--- config.mk ---
export PLATFORM = sky130hd
export DESIGN_NAME = tcce_cmd_q
export DESIGN_NICKNAME = d
export VERILOG_FILES = /design/src/hdl/tcce_pkg.sv /design/src/hdl/tcce_cmd_q.sv
export SDC_FILE = /design/constraint.sdc
export NUM_CORES = 1
export LEC_CHECK = 0
export BUFFER_PORTS_ARGS = -buffer_cell sky130_fd_sc_hd__buf_2
export CAP_MARGIN = 20
export CORE_UTILIZATION = 57
export CTS_BUF_LIST = sky130_fd_sc_hd__clkbuf_8
export DETAILED_ROUTE_END_ITERATION = 16
export PLACE_DENSITY = 0.86
export SYNTH_ARGS = -nofsm -noshare
export SYNTH_HDL_FRONTEND = slang
export SYNTH_SLANG_ARGS = --single-unit
export TNS_END_PERCENT = 100
--- constraint.sdc ---
create_clock -name i_clk -period 3.6 [get_ports i_clk]
set_input_delay 0.18 -clock i_clk [delete_from_list [all_inputs] [get_ports i_clk]]
set_output_delay 0.18 -clock i_clk [all_outputs]
set_load 0.005 [all_outputs]
--- src/hdl/tcce_pkg.sv ---
// Shared types and constants for the text console character engine.
// Used by the channel interfaces and every module of the block; no dependencies.
package tcce_pkg;

    localparam int SCREEN_COLUMNS = 80;
    localparam int SCREEN_ROWS    = 25;
    localparam int STORE_DEPTH    = SCREEN_COLUMNS * SCREEN_ROWS;
    localparam int MEM_AW         = $clog2(STORE_DEPTH);

    // A row (5 bits) times a width (7 bits) plus a column (8 bits) stays below 2^13.
    localparam int IDX_MIN_W = 13;
    localparam int CIDX_W    = ($clog2(STORE_DEPTH + 1) > IDX_MIN_W) ?
                               $clog2(STORE_DEPTH + 1) : IDX_MIN_W;
    localparam logic [CIDX_W-1:0] DEPTH_IDX = CIDX_W'(STORE_DEPTH);

    localparam logic [7:0] CH_BLANK = 8'h20;
    localparam logic [7:0] CH_BS    = 8'h08;
    localparam logic [7:0] CH_TAB   = 8'h09;
    localparam logic [7:0] CH_LF    = 8'h0A;
    localparam logic [7:0] CH_CR    = 8'h0D;
    localparam logic [7:0] TAB_STEP = 8'd8;
    localparam logic [7:0] TAB_MASK = ~8'(8 - 1);

    localparam int CFG_IDX_W  = 3;
    localparam int CFG_DATA_W = 8;

    localparam logic [6:0] RST_WINDOW_LEFT     = 7'd0;
    localparam logic [4:0] RST_WINDOW_TOP      = 5'd0;
    localparam logic [6:0] RST_WINDOW_WIDTH    = 7'd80;
    localparam logic [4:0] RST_WINDOW_HEIGHT   = 5'd25;
    localparam logic [6:0] RST_BACKSPACE_FLOOR = 7'd0;
    localparam logic [3:0] RST_BACK_COLOR      = 4'd0;
    localparam logic [3:0] RST_TEXT_COLOR      = 4'd1;

    localparam int CMD_Q_DEPTH = 2;  // power of two, pointers wrap freely
    localparam int CMD_Q_AW    = $clog2(CMD_Q_DEPTH);

    typedef enum logic [2:0] {
        REG_WINDOW_LEFT     = 3'd0,
        REG_WINDOW_TOP      = 3'd1,
        REG_WINDOW_WIDTH    = 3'd2,
        REG_WINDOW_HEIGHT   = 3'd3,
        REG_BACKSPACE_FLOOR = 3'd4,
        REG_BACK_COLOR      = 3'd5,
        REG_TEXT_COLOR      = 3'd6
    } t_cfg_reg;

    typedef enum logic [2:0] {
        KIND_PRINT,
        KIND_BS,
        KIND_LF,
        KIND_TAB,
        KIND_CR,
        KIND_READ
    } t_cmd_kind;

    typedef enum logic [2:0] {
        BK_CLEAR,
        BK_IDLE,
        BK_SCROLL_SETUP,
        BK_SCROLL,
        BK_FINISH
    } t_back_state;

    typedef struct packed {
        t_cmd_kind  kind;
        logic [7:0] char_code;
        logic [4:0] read_row;
        logic [6:0] read_col;
    } t_cmd;

    typedef struct packed {
        logic [6:0] window_left;
        logic [4:0] window_top;
        logic [6:0] window_width;
        logic [4:0] window_height;
        logic [6:0] backspace_floor;
        logic [3:0] back_color;
        logic [3:0] text_color;
    } t_cfg;

    typedef struct packed {
        logic full;
        logic empty;
    } t_q_status;

    typedef struct packed {
        logic clear_busy;
    } t_back_status;

endpackage

--- src/hdl/tcce_cmd_q.sv ---
// Short command queue between the front and the back of the console engine.
// Depends on tcce_pkg for the command type and the queue depth.
module tcce_cmd_q (
    input  logic                 i_clk,
    input  logic                 i_rst_n,
    input  logic                 i_push,
    input  tcce_pkg::t_cmd       i_push_cmd,
    input  logic                 i_pop,
    output tcce_pkg::t_cmd       o_head,
    output tcce_pkg::t_q_status  o_status
);
    import tcce_pkg::*;

    t_cmd                r_slots [CMD_Q_DEPTH];
    logic [CMD_Q_AW-1:0] r_wr_ptr;
    logic [CMD_Q_AW-1:0] r_rd_ptr;
    logic [CMD_Q_AW:0]   r_count;

    always_ff @(posedge i_clk) begin
        if (!i_rst_n) begin
            r_wr_ptr <= '0;
            r_rd_ptr <= '0;
            r_count  <= '0;
        end else begin
            if (i_push) begin
                r_wr_ptr <= r_wr_ptr + CMD_Q_AW'(1);
            end
            if (i_pop) begin
                r_rd_ptr <= r_rd_ptr + CMD_Q_AW'(1);
            end
            unique case ({i_push, i_pop})
                2'b10:   r_count <= r_count + (CMD_Q_AW + 1)'(1);
                2'b01:   r_count <= r_count - (CMD_Q_AW + 1)'(1);
                default: r_count <= r_count;
            endcase
        end
    end

    always_ff @(posedge i_clk) begin
        if (i_push) begin
            r_slots[r_wr_ptr] <= i_push_cmd;
        end
    end

    assign o_head         = r_slots[r_rd_ptr];
    assign o_status.full  = (r_count == (CMD_Q_AW + 1)'(CMD_Q_DEPTH));
    assign o_status.empty = (r_count == '0);

endmodule

==> impl_metrics.toml <==
[clocking]
numCtsBuffers = 5
clock_path_buffers = 2
post_cts_buffers = 0
clk_pin_slew_worst_paths_ps = 80
cts_resized = 0
cts_tree = "yes"
cts-root-buf = "clkbuf_8"
clock_latency_ps = 290
ctsHoldBuffers = 0
htreeDepth = 2
cts_sinks = 51

[timing]
finalSetupTns_ps = 0
finClkSkew_ps = 2.321
period_minus_slack_ps = 2006
fmax_mhz = 498.5
setup_viol = 0
grt_setup_unrepaired = "no"
slew_violations = 0
hold_viol = 0
relSlewSlack_pct = 35.06
final_min_period_over_clock_period_pct = 55.72
worst_slew_pin_slew_ps = 972.8

[power]
powerDensity_nw_per_um2 = 539.7
p_comb_share_pct = 9.6
p_int_mw = 1.028
ir_drop_mv = 0.3829
sw_frac_of_total_pct = 18.78
power.leakage_nw = 0.9012
power_frac_clock_pct = 35.1
p_total_mw = 1.266
switchingPower_mw = 0.2377
p_seq_share_pct = 55.3

[yosys]
ys_top_cells_by_area = "edfxtp_1 74%, mux2_2 14%, dfxtp_1 5.4%"
seq_area_frac_synth_pct = 79.36
yosysTopAreaCellShare_pct = 73.99
synth_cell_types = 16
synth_top_area_cell = "edfxtp_1"
avgSynthCellArea_um2 = 20.07
netlist_area_um2 = 1867
syn_inst = 93
synth_nets = 121
ys_warn_count = 0
synth_seq_cells = 51

[route]
routed.top_layer = "met4"
postRouteWirelength_um = 2855
wl_met1_um = 1079
dr.pass1.iters = 4
drt_iter0_markers = 55
detailroute.via_count = 963
via_per_inst = 4.913
wl_met3_um = 159
dr_wl_met2_um = 1543
drc = 0
avgRoutedWirePerCell_um = 14.57
ant_nets = 0

[cells_and_area]
diodes = 0
multi_input_area_um2 = 374.1
fillers = 199
final_common_cell = "buf_2"
most-common-layout-cells = "51 x buf_2, 46 x edfxtp_1, 23 x mux2_2"
fin_nets = 179
area.sequential_um2 = 1481
final_cells = 196
areaGrowthSynthToFinish_pct = 25.60
drive_above_1_share_pct = 55.92

[setup_path]
cp_cell_sequence = "mux2_2, buf_2"
crit_path_start_kind = "register"
required_ps = 3420
crit_type = "register to primary output"
cpPeakStageDelay_ps = 970
cp_max_fo = 23
end_kind = "primary output"
worst_ep_arrival_time_ps = 1830
crit_path_top_delay_cell = "dfxtp_1"

[global_routing]
grt_usage_pct = 18.09
overflow = 0
grt_max_degree = 24
grt_pass1_wl_um = 4153
antenna_found_initial = 0
grt_pass1_vias = 922

[worst_hold_path]
hp-class = "input port to register"

[floorplan]
die_width_um = 59.23
die_y_um = 59.23
initial_utilization_pct = 60.65
ioPinCount = 52
coreArea_um2 = 3078
die_area_um2 = 3508
num_rows = 20

[placed_design]
portBuffers = 51
placedCellCount = 187
gp_congestion = 0.6367
hpwlAfterDp_um = 1907

[flow_run]
maxCapViolCount = 0

[outcome]
outcome = "finished, final reports clean"
## worst max-delay path, delay by kind of cell (launching register included)
| family | cells | cell delay, ps |
|---|---|---|
| buffers and inverters | 1 | 140 |
| flip-flops | 1 | 970 |
| multiplexers | 1 | 430 |
## power groups by stage
stage / clock network [mW] / registers (mW) / logic, mW
5_1_grt: 0.470 / 0.705 / 0.134
6_report: 0.444 / 0.700 / 0.122
4_1_cts: 0.454 / 0.701 / 0.123
3_3_place_gp: 0 / 0.712 / 0.111
3_5_place_dp: 0 / 0.715 / 0.121
2_1_floorplan: 0 / 0.703 / 0.0692
## layout make-up
class                           instances  area share [%]
Clock inverter                          3           2.721
Inverter                                1          0.1601
Clock buffer                            5           2.935
Timing Repair Buffer                   53           12.70
Multi-Input combinational cell         39           15.96
Tap cell                               44           2.348
Sequential cell                        51           63.18
## Yosys cell counts
| cell | count |
|---|---|
| nor2_1 | 2 |
| and2_1 | 4 |
| ha_1 | 1 |
| edfxtp_1 | 46 |
| o21a_1 | 1 |
| mux2_2 | 23 |
| a21boi_1 | 1 |
| xor2_1 | 1 |
| dfxtp_1 | 5 |
| nor2b_1 | 1 |
| o21ai_0 | 1 |
| buf_2 | 2 |
| and2b_2 | 1 |
| inv_1 | 1 |
| xnor2_1 | 2 |
| or3_1 | 1 |
## layer usage
metal  GRT usage (%)  vias up
met3           7.642        6
met5               0        -
met1           18.72      458
li1                -      469
met2           30.18       30
met4           11.22        0
## flip-flops by register name, indices dropped and copies added, names as in the netlist, named ones only
signal    cells
r_slots      46
r_count       2
r_rd_ptr      1
r_wr_ptr      1
## metrics by stage
| step | area [um^2] | hold slack [ps] | utilization (%) | setup slack (ps) |
|---|---|---|---|---|
| 2_1_floorplan | 1867 | 278.9 | - | 1869 |
| 3_3_place_gp | 2170 | 367.2 | 70.49 | 1895 |
| 3_5_place_dp | 2197 | 371.7 | 71.38 | 1889 |
| 4_1_cts | 2330 | 58.08 | 75.69 | 1520 |
| 5_1_grt | 2345 | 54.24 | 76.18 | 1423 |
| 6_report | 2345 | 70.73 | 76.18 | 1594 |
## path summary, 6_finish.rpt
path	start	end	slack (ps)	cells after the start
worst max-delay path	register	o_head[20]	1590	2
worst min-delay path	i_push_cmd[22]	r_slots[0][22]	70	1
worst max register to register	r_wr_ptr	r_slots[1][15]	2290	2
worst min register to register	r_count[1]	r_count[1]	530	2
## cells by family (layout without fill, tap and decap cells)
kind of cell | Yosys count | count (layout) | share of synthesized area, %
AO/OA/AOI/OAI | 3 | 3 | 1.072
XOR/XNOR | 3 | 3 | 1.408
adder cells (fa/ha/maj) | 1 | 1 | 0.6701
buffers and inverters | 3 | 62 | 0.7371
flip-flops | 51 | 51 | 79.36
multiplexers | 23 | 23 | 13.87
AND/OR/NAND/NOR | 9 | 9 | 2.882
No activity file was read; power rests on OpenSTA's default activity.
