`src/hdl/tcce_pkg.sv`:
```
// Shared types and constants for the text console character engine.
// Used by the channel interfaces and every module of the block; no dependencies.
package tcce_pkg;

    localparam int SCREEN_COLUMNS = 80;
    localparam int SCREEN_ROWS    = 25;
    localparam int STORE_DEPTH    = SCREEN_COLUMNS * SCREEN_ROWS;
    localparam int MEM_AW         = $clog2(STORE_DEPTH);

    // A row (5 bits) times a width (7 bits) plus a column (8 bits) stays below 2^13.
    localparam int IDX_MIN_W = 13;
    localparam int CIDX_W    = ($clog2(STORE_DEPTH + 1) > IDX_MIN_W) ?
                               $clog2(STORE_DEPTH + 1) : IDX_MIN_W;
    localparam logic [CIDX_W-1:0] DEPTH_IDX = CIDX_W'(STORE_DEPTH);

    localparam logic [7:0] CH_BLANK = 8'h20;
    localparam logic [7:0] CH_BS    = 8'h08;
    localparam logic [7:0] CH_TAB   = 8'h09;
    localparam logic [7:0] CH_LF    = 8'h0A;
    localparam logic [7:0] CH_CR    = 8'h0D;
    localparam logic [7:0] TAB_STEP = 8'd8;
    localparam logic [7:0] TAB_MASK = ~8'(8 - 1);

    localparam int CFG_IDX_W  = 3;
    localparam int CFG_DATA_W = 8;

    localparam logic [6:0] RST_WINDOW_LEFT     = 7'd0;
    localparam logic [4:0] RST_WINDOW_TOP      = 5'd0;
    localparam logic [6:0] RST_WINDOW_WIDTH    = 7'd80;
    localparam logic [4:0] RST_WINDOW_HEIGHT   = 5'd25;
    localparam logic [6:0] RST_BACKSPACE_FLOOR = 7'd0;
    localparam logic [3:0] RST_BACK_COLOR      = 4'd0;
    localparam logic [3:0] RST_TEXT_COLOR      = 4'd1;

    localparam int CMD_Q_DEPTH = 2;  // power of two, pointers wrap freely
    localparam int CMD_Q_AW    = $clog2(CMD_Q_DEPTH);

    typedef enum logic [2:0] {
        REG_WINDOW_LEFT     = 3'd0,
        REG_WINDOW_TOP      = 3'd1,
        REG_WINDOW_WIDTH    = 3'd2,
        REG_WINDOW_HEIGHT   = 3'd3,
        REG_BACKSPACE_FLOOR = 3'd4,
        REG_BACK_COLOR      = 3'd5,
        REG_TEXT_COLOR      = 3'd6
    } t_cfg_reg;

    typedef enum logic [2:0] {
        KIND_PRINT,
        KIND_BS,
        KIND_LF,
        KIND_TAB,
        KIND_CR,
        KIND_READ
    } t_cmd_kind;

    typedef enum logic [2:0] {
        BK_CLEAR,
        BK_IDLE,
        BK_SCROLL_SETUP,
        BK_SCROLL,
        BK_FINISH
    } t_back_state;

    typedef struct packed {
        t_cmd_kind  kind;
        logic [7:0] char_code;
        logic [4:0] read_row;
        logic [6:0] read_col;
    } t_cmd;

    typedef struct packed {
        logic [6:0] window_left;
        logic [4:0] window_top;
        logic [6:0] window_width;
        logic [4:0] window_height;
        logic [6:0] backspace_floor;
        logic [3:0] back_color;
        logic [3:0] text_color;
    } t_cfg;

    typedef struct packed {
        logic full;
        logic empty;
    } t_q_status;

    typedef struct packed {
        logic clear_busy;
    } t_back_status;

endpackage

```
`src/hdl/tcce_if.sv`:
```
// Valid/ready channel interfaces of the text console character engine:
// command input, result output and configuration write. Depends on tcce_pkg.
interface tcce_cmd_if;
    import tcce_pkg::*;
    logic       valid;
    logic       ready;
    logic       op;
    logic [7:0] char_code;
    logic [4:0] read_row;
    logic [6:0] read_col;

    modport source (output valid, output op, output char_code, output read_row,
                    output read_col, input ready);
    modport sink   (input valid, input op, input char_code, input read_row,
                    input read_col, output ready);
endinterface


```
`src/hdl/tcce_front.sv`:
```
// Front of the console engine: takes input items and sorts each into a command kind, a read or by its byte.
// Depends on tcce_pkg and the command channel interface.
module tcce_front (
    tcce_cmd_if.sink                 i_cmd,
    input  tcce_pkg::t_q_status      i_q_status,
    input  tcce_pkg::t_back_status   i_back_status,
    output logic                     o_push,
    output tcce_pkg::t_cmd           o_push_cmd
);
    import tcce_pkg::*;

    // Items wait while the queue is full or the store is being cleared after reset.
    assign i_cmd.ready = !i_q_status.full && !i_back_status.clear_busy;
    assign o_push      = i_cmd.valid && i_cmd.ready;

    always_comb begin
        o_push_cmd.char_code = i_cmd.char_code;
        o_push_cmd.read_row  = i_cmd.read_row;
        o_push_cmd.read_col  = i_cmd.read_col;
        if (i_cmd.op) begin
            o_push_cmd.kind = KIND_READ;
        end else begin
            unique case (i_cmd.char_code)
                CH_BS:   o_push_cmd.kind = KIND_BS;
                CH_LF:   o_push_cmd.kind = KIND_LF;
                CH_TAB:  o_push_cmd.kind = KIND_TAB;
                CH_CR:   o_push_cmd.kind = KIND_CR;
                default: o_push_cmd.kind = KIND_PRINT;
            endcase
        end
    end

endmodule

```
`src/flat_wrapper.sv`:
```
// flat-port wrapper written by rule: the top's interface ports become plain ports
module tcce_front_flat import tcce_pkg::*;
  (i_q_status, i_back_status, o_push, o_push_cmd, i_cmd_valid, i_cmd_op, i_cmd_char_code, i_cmd_read_row, i_cmd_read_col, i_cmd_ready);
  tcce_cmd_if i_cmd_i ();
  input  tcce_pkg::t_q_status i_q_status;
  input  tcce_pkg::t_back_status i_back_status;
  output logic o_push;
  output tcce_pkg::t_cmd o_push_cmd;
  input wire logic [$bits(i_cmd_i.valid)-1:0] i_cmd_valid;
  input wire logic [$bits(i_cmd_i.op)-1:0] i_cmd_op;
  input wire logic [$bits(i_cmd_i.char_code)-1:0] i_cmd_char_code;
  input wire logic [$bits(i_cmd_i.read_row)-1:0] i_cmd_read_row;
  input wire logic [$bits(i_cmd_i.read_col)-1:0] i_cmd_read_col;
  output wire logic [$bits(i_cmd_i.ready)-1:0] i_cmd_ready;
  assign i_cmd_i.valid = i_cmd_valid;
  assign i_cmd_i.op = i_cmd_op;
  assign i_cmd_i.char_code = i_cmd_char_code;
  assign i_cmd_i.read_row = i_cmd_read_row;
  assign i_cmd_i.read_col = i_cmd_read_col;
  assign i_cmd_ready = i_cmd_i.ready;
  tcce_front u_core (.i_cmd(i_cmd_i), .i_q_status(i_q_status), .i_back_status(i_back_status), .o_push(o_push), .o_push_cmd(o_push_cmd));
endmodule
```
`config.mk`:
```
export PLATFORM = sky130hd
export DESIGN_NAME = tcce_front_flat
export DESIGN_NICKNAME = d
export VERILOG_FILES = /design/src/hdl/tcce_pkg.sv /design/src/hdl/tcce_if.sv /design/src/hdl/tcce_front.sv /design/src/flat_wrapper.sv
export SDC_FILE = /design/constraint.sdc
export NUM_CORES = 1
export LEC_CHECK = 0
export BUFFER_PORTS_ARGS = -buffer_cell sky130_fd_sc_hd__buf_2
export CORE_AREA = 2 2 39 41
export DETAILED_ROUTE_END_ITERATION = 16
export DIE_AREA = 0 0 41 43
export PLACE_DENSITY_LB_ADDON = 0.25
export SYNTH_ARGS = -nofsm -noshare
export SYNTH_HDL_FRONTEND = slang
export SYNTH_SLANG_ARGS = --single-unit
```
`constraint.sdc`:
```
create_clock -name vclk -period 0.94
set_clock_uncertainty 0.2 [all_clocks]
set_input_delay 0.094 -clock vclk [all_inputs]
set_output_delay 0.094 -clock vclk [all_outputs]
set_load 0.01 [all_outputs]
```
==> key figures, run 1 <==
Status
  • Status: finished, violations left
  • Failing checks: negative setup slack

Power and ir drop
  • Leak: 0.346 nW
  • Sw Share: 40.1%
  • Combinational power share: 100.0%
  • Reg power frac: 0%
  • Internal: 0.120 mW
  • PD cells: 418 nW/um^2
  • Clock Power Share: 0%
  • VDD IR max: 0.103 mV
  • Switch Pwr: 0.0800 mW

Timing
  • Normalized max-slew margin: 88.3%
  • RSZ-0062 raised after global routing: yes
  • Fin. Hold Viols: 0
  • Slew Limit Fails: 0
  • Period utilization: 109%
  • Min cycle time layout: 1.03 ns
  • Final number of setup-violating endpoints: 3
  • F_max: 976 MHz
  • Least-Margin Pin Slew: 0.175 ns
  • Final WS setup: -0.0851 ns
  • Final Hold Slack: 0.183 ns

Route
  • Residual DRC: 0
  • Routed WL per cell: 9.80 microns
  • DRT antenna net count: 0
  • Starting DRT DRC Count: 0
  • Total Wirelength: 647 microns
  • Drt pass-1 iters: 1
  • Vias per Instance: 3.67
  • Via total after detailed routing: 242

Global routing
  • Vias in the first global route: 165
  • Initial antenna violation count: 0
  • Pin count of the biggest net entering global routing: 5
  • First-pass GRT wire length: 703 microns
  • Grt ovf: 0
  • GRT Resource Usage Total: 5.39%

Setup path
  • CP Launch Type: primary input
  • Cells along the critical path: buf_6 -> nor4b_4 -> and3_1 -> buf_2
  • CP arrival: 0.73 ns
  • CP delay by family, top: simple AND/OR/NAND/NOR gates
  • Data required, critical path: 0.65 ns
  • Max stage delay cell, worst path: nor4b_4
  • CP Buf/Inv Count: 2
  • Critical path type: in2out
  • CP Capture Type: primary output
  • CP Max Fanout: 2
  • Crit-path max cell delay: 0.25 ns

Floorplanning
  • Starting density of the core: 16.5%
  • IO Count: 50
  • Core Region: 1380 sq um
  • Cell Rows: 14
  • Die height: 43 microns
  • Die area: 1760 sq um
  • Die Width: 41 microns

Logic synthesis
  • Most frequent cell after synthesis: buf_4
  • Gate Count Post-Synth: 31
  • Synth top area cells: buf_4 (66%), nor4b_1 (7.7%), a41o_1 (4.4%)
  • Synth Area in Compound Gates: 7.69%
  • Ys Warns: 0
  • Post-Syn Area: 228 sq um
  • Yosys top cell area share: 65.9%
  • Cell accounting for the most synthesized area: buf_4
  • Commonest cells post-synth: buf_4 (20), nor4b_1 (2)
  • Synth Area in Simple Gates: 20.9%
  • Post-Synth XOR/XNOR Area: 3.85%
  • Syn nets: 56
  • Seq/Total Area, Yosys: 0%
  • Mux contribution to synthesized area: 0%
  • Post-synth cell types: 11
  • Mean Syn Cell Area: 7.35 sq um
  • Largest family of logic cells by synthesized area: buffers and inverters
  • Adder-Cell Fraction of Synth Area: 0%

Finish
  • Design Area, Final: 478 sq um
  • Non-filler cells, final: 66
  • Reg area: 0 sq um
  • Nets: 77
  • Num sequential: 0
  • Layout cells sized above 1: 60.0%
  • Layout filler cell count: 144
  • N_diodes: 0
  • Clk_buf instances: 0
  • Synth-to-Final Area Change: 110%

Place
  • IO Port Bufs: 25
  • Placement-stage cell area: 238 sq um
  • Gpl congestion: 0.548
  • Placed cells: 54

Run
  • Maxcap violations: 0

Clocking
  • Postcts setup bufs: 0

Hold path
  • Hold crit path type: in2out
per-layer routing:
metal / share of wire, % / track usage (%) / up-vias
met5: 0 / 0 / -
met3: 14 / 0.524 / 0
met4: 0 / 0 / 0
met1: 32 / 7.28 / 99
met2: 53 / 9.38 / 21
li1: - / - / 122
what timing repair did:
action                                  4_1_cts  5_1_grt
hold buffers                                 12        0
endpoints found under the hold margin        12        0
endpoints found under the setup margin        3       15
pin swaps                                     7        5
resized for setup                            12       17
power by group through the flow:
stage / clock network, mW / registers (mW) / logic (mW)
after floorplan: 0 / 0 / 0.108
after global placement: 0 / 0 / 0.0974
after detailed placement: 0 / 0 / 0.0970
after CTS: 0 / 0 / 0.178
after global routing: 0 / 0 / 0.212
final: 0 / 0 / 0.200
metrics by stage:
stage | setup TNS, ns | power, mW | util, % | setup WS, ns
finish | -0.209 | 0.200 | 34.5 | -0.0851
CTS | -0.577 | 0.178 | 30.1 | -0.0826
detailed placement | -0.525 | 0.0970 | 17.2 | -0.202
floorplan | 0 | 0.108 | - | 0.0660
global route | -0.337 | 0.212 | 34.5 | -0.122
global placement | -0.516 | 0.0974 | 17.2 | -0.183
layout make-up:
type	instances	area (sq um)	share of cell area [%]
well taps	16	20.0	4.19
repair buffers	39	339	70.9
inverters	1	3.75	0.785
multi-input cells	10	115	24.1
layout by cell type (no fill, tap or decap):
master / Yosys / routed
inv_1: 1 / 1
buf_2: 0 / 19
nor4b_4: 0 / 2
and3b_1: 1 / 1
and2_1: 1 / 1
buf_6: 0 / 3
buf_8: 0 / 3
nor2_1: 1 / 1
xor2_1: 1 / 1
nor3_4: 0 / 1
buf_4: 20 / 2
dlymetal6s4s_1: 0 / 12
a21o_1: 1 / 1
and3_1: 1 / 1
a41o_1: 1 / 1
cell families after synthesis:
| logic type | count (synthesis) |
|---|---|
| AO/OA/AOI/OAI | 2 |
| AND/OR/NAND/NOR | 7 |
| XOR/XNOR | 1 |
| buffers and inverters | 21 |
final timing paths:
check                     startpoint             end  slack, ns  cells past startpoint
hold / removal    i_cmd_char_code[4]  o_push_cmd[16]       0.18                      2
setup / recovery            i_cmd_op  o_push_cmd[21]      -0.09                      4
No activity file was read; power rests on OpenSTA's default activity.
==> run 2, diff against run 1 <==
--- a/config.mk
+++ b/config.mk
@@ -5,6 +5,7 @@
 export SDC_FILE = /design/constraint.sdc
 export NUM_CORES = 1
 export LEC_CHECK = 0
+export ABC_AREA = 1
 export BUFFER_PORTS_ARGS = -buffer_cell sky130_fd_sc_hd__buf_2
 export CORE_AREA = 2 2 39 41
 export DETAILED_ROUTE_END_ITERATION = 16
==> key figures, run 2 <==
Finish
  • Layout cells sized above 1: 57.1% (-2.9 points)
  • Clk_buf instances: 0 (unchanged)
  • Synth-to-Final Area Change: 82.8%
  • Final Core Density: 33.7% (-0.81 points)
  • Design Area, Final: 467 sq um (-2.4%)
  • Reg area: 0 sq um (unchanged)
  • Leading cell type in the layout, fill and taps excluded: buf_2
  • Num sequential: 0 (unchanged)
  • Most frequent cells in the layout: buf_2 (19), dlymetal6s4s_1 (12), nand2_1 (7)
  • Nets: 90 (+17%)
  • N_diodes: 0 (unchanged)

Timing
  • F_max: 1070 MHz (+9.3%)
  • Least-Margin Pin Slew: 0.159 ns (-0.0167 ns)
  • RSZ-0062 raised after global routing: yes
  • Normalized max-slew margin: 89.4% (+1.1 points)
  • Final WS setup: 0.00180 ns (+0.0869 ns)
  • Fin. Hold Viols: 0 (unchanged)
  • Min cycle time layout: 0.938 ns (-0.0869 ns)
  • Slew Limit Fails: 0 (unchanged)
  • Final number of setup-violating endpoints: 0 (-3)
  • Fin Setup TNS: 0 ns (+0.209 ns)
  • Period utilization: 99.8% (-9.2 points)

Route
  • Starting DRT DRC Count: 0 (unchanged)
  • Drt pass-1 iters: 1 (unchanged)
  • Routed WL per cell: 7.47 microns (-24%)
  • Via total after detailed routing: 285 (+18%)
  • Residual DRC: 0 (unchanged)
  • Vias per Instance: 3.61 (-1.6%)
  • Total Wirelength: 590 microns (-8.8%)
  • DRT antenna net count: 0 (unchanged)

Setup path
  • CP arrival: 0.64 ns (-0.09 ns)
  • Data required, critical path: 0.65 ns (about the same)
  • Critical path type: in2out
  • CP Max Fanout: 3 (+1)
  • CP Launch Type: primary input
  • CP Capture Type: primary output

Global routing
  • First-pass GRT wire length: 738 microns (+5.0%)
  • GRT Resource Usage Total: 5.49% (+0.10 points)
  • Initial antenna violation count: 0 (unchanged)
  • Pin count of the biggest net entering global routing: 5 (unchanged)
  • Grt ovf: 0 (unchanged)
  • Vias in the first global route: 227 (+38%)

Power and ir drop
  • Reg power frac: 0% (unchanged)
  • PD cells: 412 nW/um^2 (-1.3%)
  • Combinational power share: 100.0% (about the same)
  • Internal: 0.110 mW (-7.9%)
  • Clock Power Share: 0% (unchanged)
  • VDD IR max: 0.110 mV (+6.9%)
  • Overall power: 0.192 mW (-3.7%)
  • Switch Pwr: 0.0821 mW (+2.7%)
  • Leak: 0.347 nW (+0.14%)
  • Sw Share: 42.7% (+2.6 points)

Logic synthesis
  • Synth top area cells: buf_4 (59%), nand2_1 (15%), inv_1 (10%)
  • Cell accounting for the most synthesized area: buf_4
  • Post-synth cell types: 7 (-4)
  • Seq/Total Area, Yosys: 0% (unchanged)
  • Syn nets: 70 (+25%)
  • Ys Warns: 0 (unchanged)
  • Post-Syn Area: 255 sq um (+12%)
  • Gate Count Post-Synth: 45 (+45%)
  • Commonest cells post-synth: buf_4 (20), nand2_1 (10), inv_1 (7)
  • Mean Syn Cell Area: 5.67 sq um (-23%)
  • Yosys top cell area share: 58.8% (-7.1 points)
  • Most frequent cell after synthesis: buf_4

Floorplanning
  • Cell Rows: 14 (unchanged)
  • Core Region: 1380 sq um (unchanged)
  • Die Width: 41 microns (unchanged)
  • IO Count: 50 (unchanged)
  • Starting density of the core: 18.4% (+2.0 points)
  • Die area: 1760 sq um (unchanged)
  • Die height: 43 microns (unchanged)

Place
  • Hpwl dp: 428 microns
  • IO Port Bufs: 25 (unchanged)
  • Placement-stage cell area: 258 sq um (+8.4%)
  • DP Worst Slack: -0.0684 ns (+0.134 ns)
  • Gpl congestion: 0.659 (+20%)

Status
  • Status: finished clean

Run
  • Maxcap violations: 0 (unchanged)

Clocking
  • Postcts setup bufs: 0 (unchanged)

Hold path
  • Hold crit path type: in2out
==> run 2: cell count changes after synthesis, sizes merged, moves of 2 or more <==
cell,previous run,this run
nor2,1,6
nand2,0,10
nor4b,2,0
inv,1,7
==> run 2: final cells by class <==
type / instances / area, sq um
multi-input cells: 18 / 98.8
repair buffers: 38 / 317
well taps: 16 / 20.0
fillers: 149 / 917
inverters: 7 / 31.3
==> run 2: through the flow <==
step / cells / hold WS, ns
4_1_cts: 79 / 0.171
3_5_place_dp: 67 / -0.0119
5_1_grt: 79 / 0.180
6_report: 79 / 0.173
2_1_floorplan: 45 / 0.0309
3_3_place_gp: 67 / -0.0119
==> run 2: what timing repair did <==
item,in CTS,in global routing
hold buffers,12,0
resized for setup,9,23
endpoints found under the setup margin,3,15
endpoints found under the hold margin,12,0
pin swaps,5,5
==> run 2: worst paths after layout <==
| path | from | endpoint | slack, ns | cells past startpoint |
|---|---|---|---|---|
| max | i_cmd_char_code[4] | o_push_cmd[21] | 0.002 | 7 |
| min | i_cmd_char_code[6] | o_push_cmd[18] | 0.17 | 2 |
==> run 2: power groups by stage <==
stage          registers, mW  logic, mW  clock network (mW)
3_5_place_dp               0      0.101                   0
2_1_floorplan              0      0.116                   0
3_3_place_gp               0     0.0994                   0
6_report                   0      0.192                   0
5_1_grt                    0      0.209                   0
4_1_cts                    0      0.171                   0
==> run 2: worst max-delay path, cell delays in order <==
cell,delay (ns)
buf_6,0.10
inv_4,0.04
nand2_4,0.05
nor2_4,0.11
nand2_1,0.05
nor2_1,0.07
buf_2,0.13
==> run 2: logic make-up (layout without fill, tap and decap cells) <==
kind of cell	Yosys count	count (layout)	synth area share [%]
buffers and inverters	27	45	69.1
AND/OR/NAND/NOR	17	17	27.5
XOR/XNOR	1	1	3.43
==> run 2: routing by layer <==
layer | global-route usage, % | up-vias | wire length, microns
met2 | 11.3 | 21 | 334
li1 | - | 147 | -
met1 | 5.70 | 117 | 147
met3 | 0.524 | 0 | 108
met5 | 0 | - | 0
met4 | 0 | 0 | 0
